**src/hw/rtl/bm3_pkg.sv**
```systemverilog
// bm3_pkg: shared constants and types for the 3x3 binary morphology block
// no dependencies; imported by bm3_ram users and binary_morphology_3x3
`timescale 1ns / 1ps
`default_nettype none

package bm3_pkg;

  // geometry
  localparam int MAX_WIDTH_DEF = 1024;
  localparam int HEIGHT_CAP    = 1024;
  localparam int WIN_SIZE      = 3;
  localparam int WIN_BITS      = WIN_SIZE * WIN_SIZE;
  localparam int MIN_DIM       = 3;

  // field widths
  localparam int PIX_W   = 8;
  localparam int POS_W   = 10;
  localparam int DIM_W   = 11;
  localparam int CFG_W   = 11;
  localparam int CIDX_W  = 2;

  localparam logic [PIX_W-1:0] SET_LEVEL = 8'd255;
  localparam logic [PIX_W-1:0] CLR_LEVEL = 8'd0;

  typedef enum logic [CIDX_W-1:0] {
    CFG_OP_MODE = 2'd0,
    CFG_MASK    = 2'd1,
    CFG_WIDTH   = 2'd2,
    CFG_HEIGHT  = 2'd3
  } cfg_idx_t;

  typedef enum logic {
    MODE_ERODE  = 1'b0,
    MODE_DILATE = 1'b1
  } op_mode_t;

  // register reset values
  localparam op_mode_t             OP_MODE_RST = MODE_DILATE;
  localparam logic [WIN_BITS-1:0]  MASK_RST    = '0;
  localparam logic [DIM_W-1:0]     WIDTH_RST   = 11'd640;
  localparam logic [DIM_W-1:0]     HEIGHT_RST  = 11'd480;

endpackage

`default_nettype wire

```
**src/hw/rtl/bm3_ram.sv**
```systemverilog
// bm3_ram: generic simple dual-port ram, one write and one registered read port
// read returns the old contents on a same-address write; no package dependency
`timescale 1ns / 1ps
`default_nettype none

module bm3_ram #(
  parameter int WIDTH = 2,
  parameter int DEPTH = 1024
) (
  input  wire logic                     clk,
  input  wire logic                     we,
  input  wire logic [$clog2(DEPTH)-1:0] waddr,
  input  wire logic [WIDTH-1:0]         wdata,
  input  wire logic                     re,
  input  wire logic [$clog2(DEPTH)-1:0] raddr,
  output logic      [WIDTH-1:0]         rdata
);

  logic [WIDTH-1:0] mem [DEPTH];

  always_ff @(posedge clk) begin
    if (we) begin
      mem[waddr] <= wdata;
    end
    if (re) begin
      rdata <= mem[raddr];
    end
  end

endmodule

`default_nettype wire

```
**src/hw/rtl/binary_morphology_3x3.sv**
```systemverilog
// binary_morphology_3x3: streaming 3x3 binary erosion / dilation on raster pixels
// depends on bm3_pkg and bm3_ram (two line stores packed in one 2-bit wide ram)
//
//  channel | ports                                          | direction
//  --------+------------------------------------------------+----------
//  in      | in_valid, in_stall, in_pixel_in, in_frame_start | request in
//  out     | out_valid, out_stall, out_pixel_out,            | request out
//          | out_row, out_col                                |
//  cfg     | cfg_we, cfg_index, cfg_data                     | write only
//
// one pixel per clock sustained while out_stall does not hold the output; a result is
// registered in stage 1 (line store read with the pixel), then window update into the output register
// reset: synchronous rst_n; line stores need no clearing pass, a fill count marks
// which columns hold data and unwritten columns read as zero
// a stalled result holds the output register; in_stall rises only when the
// pending pixel has a result and the output register cannot take it
`timescale 1ns / 1ps
`default_nettype none

module binary_morphology_3x3 #(
  parameter int MAX_WIDTH = bm3_pkg::MAX_WIDTH_DEF
) (
  input  wire logic                        clk,
  input  wire logic                        rst_n,
  // pixel in
  input  wire logic                        in_valid,
  output logic                             in_stall,
  input  wire logic [bm3_pkg::PIX_W-1:0]   in_pixel_in,
  input  wire logic                        in_frame_start,
  // result out
  output logic                             out_valid,
  input  wire logic                        out_stall,
  output logic      [bm3_pkg::PIX_W-1:0]   out_pixel_out,
  output logic      [bm3_pkg::POS_W-1:0]   out_row,
  output logic      [bm3_pkg::POS_W-1:0]   out_col,
  // configuration
  input  wire logic                        cfg_we,
  input  wire logic [bm3_pkg::CIDX_W-1:0]  cfg_index,
  input  wire logic [bm3_pkg::CFG_W-1:0]   cfg_data
);

  import bm3_pkg::*;

  localparam int CW   = $clog2(MAX_WIDTH);
  localparam int WW   = $clog2(MAX_WIDTH + 1);
  localparam int CMPW = (WW > DIM_W) ? WW : DIM_W;
  localparam int HW   = $clog2(HEIGHT_CAP + 1);

  // configuration registers
  op_mode_t              op_mode_r;
  logic [WIN_BITS-1:0]   mask_r;
  logic [DIM_W-1:0]      width_r;
  logic [DIM_W-1:0]      height_r;

  always_ff @(posedge clk) begin
    if (!rst_n) begin
      op_mode_r <= OP_MODE_RST;
      mask_r    <= MASK_RST;
      width_r   <= WIDTH_RST;
      height_r  <= HEIGHT_RST;
    end else if (cfg_we) begin
      case (cfg_idx_t'(cfg_index))
        CFG_OP_MODE: op_mode_r <= op_mode_t'(cfg_data[0]);
        CFG_MASK:    mask_r    <= cfg_data[WIN_BITS-1:0];
        CFG_WIDTH:   width_r   <= cfg_data[DIM_W-1:0];
        CFG_HEIGHT:  height_r  <= cfg_data[DIM_W-1:0];
        default: ;
      endcase
    end
  end

  // effective geometry, clamped
  logic [CMPW-1:0] w_raw, w_eff;
  logic [HW-1:0]   h_eff;

  always_comb begin
    w_raw = CMPW'(width_r);
    if (w_raw < CMPW'(MIN_DIM)) begin
      w_eff = CMPW'(MIN_DIM);
    end else if (w_raw > CMPW'(MAX_WIDTH)) begin
      w_eff = CMPW'(MAX_WIDTH);
    end else begin
      w_eff = w_raw;
    end
    if (height_r < DIM_W'(MIN_DIM)) begin
      h_eff = HW'(MIN_DIM);
    end else if (height_r > DIM_W'(HEIGHT_CAP)) begin
      h_eff = HW'(HEIGHT_CAP);
    end else begin
      h_eff = HW'(height_r);
    end
  end

  // handshake control
  logic in_accept, out_free, s1_move;
  logic s1_valid_r, s1_emit_r;

  assign out_free  = !out_valid || !out_stall;
  assign s1_move   = s1_valid_r && (!s1_emit_r || out_free);
  assign in_stall  = s1_valid_r && !s1_move;
  assign in_accept = in_valid && !in_stall;

  // position counters
  logic [CW-1:0]    col_cnt_r, col_cnt_nxt, col_in;
  logic [POS_W-1:0] row_cnt_r, row_cnt_nxt, row_in;
  logic [CMPW-1:0]  col_inc;
  logic [HW-1:0]    row_inc;
  logic             emit_in;
  logic [CW+POS_W-1:0] col_m1_ext;
  logic [POS_W-1:0] col_m1, row_m1;

  always_comb begin
    col_in  = in_frame_start ? '0 : col_cnt_r;
    row_in  = in_frame_start ? '0 : row_cnt_r;
    col_inc = CMPW'(col_in) + CMPW'(1);
    row_inc = HW'(row_in) + HW'(1);
    if (col_inc >= w_eff) begin
      col_cnt_nxt = '0;
      row_cnt_nxt = (row_inc >= h_eff) ? '0 : row_inc[POS_W-1:0];
    end else begin
      col_cnt_nxt = col_inc[CW-1:0];
      row_cnt_nxt = (HW'(row_in) >= h_eff) ? '0 : row_in;
    end
    emit_in    = (row_in >= POS_W'(2)) && (col_in >= CW'(2));
    col_m1_ext = {{POS_W{1'b0}}, col_in - CW'(1)};
    col_m1     = col_m1_ext[POS_W-1:0];
    row_m1     = row_in - POS_W'(1);
  end

  always_ff @(posedge clk) begin
    if (!rst_n) begin
      col_cnt_r <= '0;
      row_cnt_r <= '0;
    end else if (in_accept) begin
      col_cnt_r <= col_cnt_nxt;
      row_cnt_r <= row_cnt_nxt;
    end
  end

  // stage 1: line store data comes back, window shifts
  logic [CW-1:0]    s1_col_r;
  logic             s1_cur_r;
  logic [POS_W-1:0] s1_row_m1_r, s1_col_m1_r;
  logic [1:0]       ram_rdata, ram_wdata, s1_lines;
  logic             fwd_r;
  logic [1:0]       fwd_data_r;
  logic [WW-1:0]    fill_r;
  logic             top_bit, mid_bit;

  bm3_ram #(
    .WIDTH (2),
    .DEPTH (MAX_WIDTH)
  ) u_lines (
    .clk   (clk),
    .we    (s1_move),
    .waddr (s1_col_r),
    .wdata (ram_wdata),
    .re    (in_accept),
    .raddr (col_in),
    .rdata (ram_rdata)
  );

  // bit 1: row before last, bit 0: last row
  always_comb begin
    if (fwd_r) begin
      s1_lines = fwd_data_r;
    end else if (WW'(s1_col_r) < fill_r) begin
      s1_lines = ram_rdata;
    end else begin
      s1_lines = '0;
    end
    top_bit   = s1_lines[1];
    mid_bit   = s1_lines[0];
    ram_wdata = {mid_bit, s1_cur_r};
  end

  always_ff @(posedge clk) begin
    if (!rst_n) begin
      s1_valid_r <= 1'b0;
      s1_emit_r  <= 1'b0;
      fwd_r      <= 1'b0;
      fill_r     <= '0;
    end else begin
      if (in_accept) begin
        s1_valid_r <= 1'b1;
        s1_emit_r  <= emit_in;
        // same column written back this cycle: ram read returns stale data
        fwd_r      <= s1_move && (col_in == s1_col_r);
      end else if (s1_move) begin
        s1_valid_r <= 1'b0;
        s1_emit_r  <= 1'b0;
        fwd_r      <= 1'b0;
      end
      // written columns always form a prefix starting at column zero
      if (s1_move && (WW'(s1_col_r) == fill_r)) begin
        fill_r <= fill_r + WW'(1);
      end
    end
  end

  always_ff @(posedge clk) begin
    if (in_accept) begin
      s1_col_r    <= col_in;
      s1_cur_r    <= (in_pixel_in == SET_LEVEL);
      s1_row_m1_r <= row_m1;
      s1_col_m1_r <= col_m1;
      fwd_data_r  <= ram_wdata;
    end
  end

  // window, bit row*3+col; new column enters on the right
  logic [WIN_BITS-1:0] win_r, win_nxt, sel;
  logic                hit;

  always_comb begin
    win_nxt = {s1_cur_r, win_r[8:7], mid_bit, win_r[5:4], top_bit, win_r[2:1]};
    sel     = win_nxt & mask_r;
    case (op_mode_r)
      MODE_DILATE: hit = |sel;
      MODE_ERODE:  hit = (sel == mask_r);
      default:     hit = 1'b0;
    endcase
  end

  always_ff @(posedge clk) begin
    if (!rst_n) begin
      win_r <= '0;
    end else if (s1_move) begin
      win_r <= win_nxt;
    end
  end

  // output register
  always_ff @(posedge clk) begin
    if (!rst_n) begin
      out_valid <= 1'b0;
    end else if (s1_move && s1_emit_r) begin
      out_valid <= 1'b1;
    end else if (out_free) begin
      out_valid <= 1'b0;
    end
  end

  always_ff @(posedge clk) begin
    if (s1_move && s1_emit_r) begin
      out_pixel_out <= hit ? SET_LEVEL : CLR_LEVEL;
      out_row       <= s1_row_m1_r;
      out_col       <= s1_col_m1_r;
    end
  end

endmodule

`default_nettype wire
```
**config.mk**
```make
export PLATFORM = sky130hd
export DESIGN_NAME = binary_morphology_3x3
export DESIGN_NICKNAME = d
export VERILOG_FILES = /design/src/hw/rtl/bm3_pkg.sv /design/src/hw/rtl/bm3_ram.sv /design/src/hw/rtl/binary_morphology_3x3.sv
export SDC_FILE = /design/constraint.sdc
export NUM_CORES = 2
export LEC_CHECK = 0
export CAP_MARGIN = 40
export CORE_ASPECT_RATIO = 1.75
export CORE_MARGIN = 1
export CORE_UTILIZATION = 55
export DETAILED_ROUTE_END_ITERATION = 16
export DONT_BUFFER_PORTS = 1
export PLACE_DENSITY_LB_ADDON = 0.12
export SKIP_CTS_REPAIR_TIMING = 1
export SYNTH_ARGS = -nofsm -noshare
export SYNTH_HDL_FRONTEND = slang
export SYNTH_SLANG_ARGS = --single-unit
```
**constraint.sdc**
```tcl
create_clock -name clk -period 14.25 [get_ports clk]
set_clock_uncertainty 0.2 [all_clocks]
set_input_delay 0.7125 -clock clk [delete_from_list [all_inputs] [get_ports clk]]
set_output_delay 0.7125 -clock clk [all_outputs]
set_load 0.05 [all_outputs]
```
==> impl_results.rst <==
.. list-table::
   :header-rows: 1

   * - Metric
     - Value
   * - Violations in the final reports
     - negative hold slack, max-slew violations
   * - Max-cap viol count
     - 0
   * - Largest family of logic cells by synthesized area
     - simple AND/OR/NAND/NOR gates
   * - Final count of pins violating max slew
     - 96
   * - Vertical die dimension
     - 543.0 microns
   * - Post-synthesis cell area
     - 91980 sq um
   * - TritonCTS buffer count
     - 195
   * - Initial detailed-routing violation count
     - 8086
   * - Yosys warns
     - 0
   * - Stage delay of the slowest cell on the critical path
     - 790 ps
   * - Int Power
     - 10.03 mW
   * - Pwr dens
     - 126.1 nW/um^2
   * - Initial Util
     - 0.5533
   * - Library cell with the largest summed area after synthesis
     - edfxtp_1
   * - Data arrival time at the worst-slack endpoint
     - 7020 ps
   * - Clock-pin slew on the worst setup and hold paths
     - 70 ps
   * - Worst Path Class, Setup
     - register to register
   * - Share of power burned in registers
     - 0.553
   * - Worst Hold Depth
     - 2
   * - Remaining max-slew budget at the tightest pin
     - -0.04747
   * - Final cell utilization of the core
     - 0.6075
   * - Min-delay src
     - rst_n
   * - Classification of the worst-slack hold path
     - input pin to register
   * - Cell-by-cell trace of the critical path
     - nand2b_4 -> inv_16 -> buf_4 -> buf_4 -> mux2i_1 -> o22ai_1 -> a32oi_1 -> nor2_1 -> o311ai_1 -> o311ai_0 -> a311oi_1 -> o31ai_1
   * - Standard-cell row count
     - 198
   * - Crit end category
     - register
   * - Critical path's top delay family
     - compound AO/OA/AOI/OAI gates
   * - Met1 wire length
     - 101700 microns
   * - Share of the yosys chip area belonging to registers
     - 0.7028
   * - Top cell types by occurrence after synthesis
     - edfxtp_1 (2104), nor2_1 (1101), nand2_1 (925)
   * - Launch point of the worst path
     - col_cnt_r[0]$_SDFFE_PN0P_
   * - RD Place Congestion
     - 0.9054
   * - Count of antenna-violating nets left after detailed routing
     - 0
   * - First-pass GRT wire length
     - 421500 microns
   * - Switching pwr
     - 2.708 mW
   * - Logic depth of the worst path, buffers included
     - 12
   * - Largest driver fanout on the critical path
     - 124
   * - Area of the die
     - 168900 sq um
   * - Wire length per cell
     - 32.35 microns
   * - Routed wire length on met2
     - 144400 microns
   * - Insertion delay of the later-clocked pin in the worst-skew pair
     - 850 ps
   * - Average vias per placed instance
     - 6.672
   * - Total DRC errors in the routed layout
     - 0
   * - Post-layout instance area
     - 101000 sq um
   * - Pre-CTS setup slack
     - 7714 ps
   * - Final setup viols
     - 0
   * - Number of enable-type register cells in the synthesized netlist
     - 2104
   * - Mean Syn Cell Area
     - 13.05 sq um
   * - Post-layout power
     - 12.73 mW
   * - Die Width
     - 311.1 microns
   * - Top cell by count, worst path
     - buf_4
   * - Area share of the largest cell type after synthesis
     - 0.6869
   * - Top flip-flop cell by instance count after synthesis
     - edfxtp_1
   * - Post-synth ARST share
     - 0
   * - Fraction of the mapped netlist area in compound gates
     - 0.08297
   * - Total gr overflow
     - 0
   * - Buf+Inv Stages, Crit Path
     - 3
   * - Pre-antenna DRT Iters
     - 6
   * - Buffer type at the clock tree root
     - clkbuf_16
   * - Critical path startpoint category
     - register
   * - Simple logic cell fraction of the synthesized area
     - 0.1115
   * - GRT Resource Usage Total
     - 0.3492
   * - Synthesized flop and latch total
     - 2177
   * - Placed cell count
     - 8898
   * - Fraction of layout cells with a size suffix above 1
     - 0.08609
   * - Static Leakage
     - 31.66 nW
   * - Req. time, crit path
     - 14620 ps
   * - Post-Route Hold Slack
     - -11.83 ps
   * - Setup TNS
     - 0 ps
   * - Area grow syn2layout
     - 9.786%
   * - Largest net degree at the start of global routing
     - 249
   * - Setup repair after global routing missed its margin
     - false
   * - Post-synthesis mux area share
     - 0.06022
   * - Total Wirelength
     - 299900 microns
   * - Result of the run
     - complete, but fails checks
   * - Via count of the first global-routing pass
     - 60480
   * - Gate power share
     - 0.044
   * - Number of cells traversed by the worst register-to-register path
     - 12
   * - Main area contributors after synthesis
     - edfxtp_1 (69%), mux2i_1 (5.2%), nor2_1 (4.5%), nand2_1 (3.8%), dfxtp_1 (1.6%)
   * - Post-layout worst setup margin
     - 7599 ps
   * - Initial antenna violation count
     - 13
   * - Cells after synthesis
     - 7050
   * - Clock share of power
     - 0.403
   * - Worst VDD drop
     - 0.08532 mV
   * - Switching Share
     - 0.2126
   * - Highest Clock Rate
     - 150.4 MHz
   * - Synth Net Count
     - 7126
   * - HPWL after detailed placement
     - 174300 microns
   * - Master of the slowest instance on the critical path
     - buf_4
   * - Most used standard cell by instance count after synthesis
     - edfxtp_1
   * - Placeable Area
     - 166200 sq um
   * - Library cells used by synthesis
     - 76
   * - Nets
     - 6995
   * - Tightest Pin Transition
     - 1571 ps
   * - Number of vias in the routed layout
     - 61850
   * - Clock tree from TritonCTS
     - yes
   * - Post-synthesis share of cell area spent on full adders, half adders and majority gates
     - 0.006666
   * - Placed cell areas
     - 94710 sq um
   * - Post-synthesis xor/xnor area fraction
     - 0.004285
   * - Final Critical Period
     - 6651 ps
   * - Metal3 WL
     - 29370 microns
   * - Number of I/O pins
     - 57
   * - Sinks on the clock net
     - 2177
   * - Highest layer used for signal routing
     - met5
   * - Non-filler cells, final
     - 9270
   * - CTS H-tree lvls
     - 4
   * - Number of hold-slack violations in the final timing report
     - 3
   * - Maximum number of buffers from clock root to sink
     - 4
   * - Start of the worst register-to-register path
     - col_cnt_r[0]$_SDFFE_PN0P_
   * - # port buffers
     - 0
   * - Final critical-path share of the clock period
     - 0.4667
==> cells by family after synthesis <==
kind of cell	after synthesis
AOI/OAI and AO/OA	1134
xor gates and xnor gates	45
adders and majority gates	49
buffers and inverters	634
DFF	2177
muxes	521
and+or+nand+nor	2490
==> power groups by stage <==
| stage | Clock [mW] | Combinational (mW) | Sequential, mW |
|---|---|---|---|
| final | 5.13 | 0.566 | 7.04 |
| after global routing | 5.37 | 0.597 | 7.04 |
| after CTS | 5.14 | 0.550 | 7.04 |
| after detailed placement | 0 | 0.549 | 7.18 |
| after global placement | 0 | 0.529 | 7.18 |
| after floorplan | 0 | 0.343 | 7.28 |
==> registers in the layout, summed over array words and instances (netlist names), 11 cells and up <==
name and cells:
u_lines.mem 2048, fill_r 11, w_raw 11, height_r 11
==> cell usage in the layout, fill, tap and decap left out, types with 37 or more instances in the layout <==
master        n
nor2_1     1097
a32oi_1      37
o221ai_1     46
a21boi_0     37
edfxtp_1   2104
buf_4       173
nor2b_1     122
nand3_1     194
dfxtp_1      69
a221oi_1     44
nand2_1     892
clkbuf_1     46
clkbuf_16   199
o21ai_0     133
a31oi_1     108
clkinv_1     46
a311oi_1     70
mux2i_1     478
a211oi_1    112
a21oi_1     190
o22ai_1     213
ha_1         49
==> area by class of cell <==
cell class	instances	area, sq um
inverters	45	198.9
repair buffers	261	2723
clock buffers	245	5152
multi-input cells	4239	24640
fillers	12730	65250
diodes	8	20.02
clock inverters	95	839.6
well taps	2200	2753
flip-flops and latches	2177	64650
==> layer usage <==
metal / up-vias / track usage
li1: 25880 / -
met3: 1050 / 0.05641
met1: 31130 / 0.4192
met5: - / 0
met4: 10 / 0.2479
met2: 3783 / 0.5758
==> final timing paths <==
path | end | slack, ps
hold / removal | height_r[6]$_SDFFE_PN1P_ | -10
setup reg to reg | u_lines.rdata[1]$_DFFE_PP_ | 7600
hold reg to reg | out_row[5]$_DFFE_PP_ | 220
setup / recovery | u_lines.rdata[1]$_DFFE_PP_ | 7600
(Power assumes the default switching activity.)
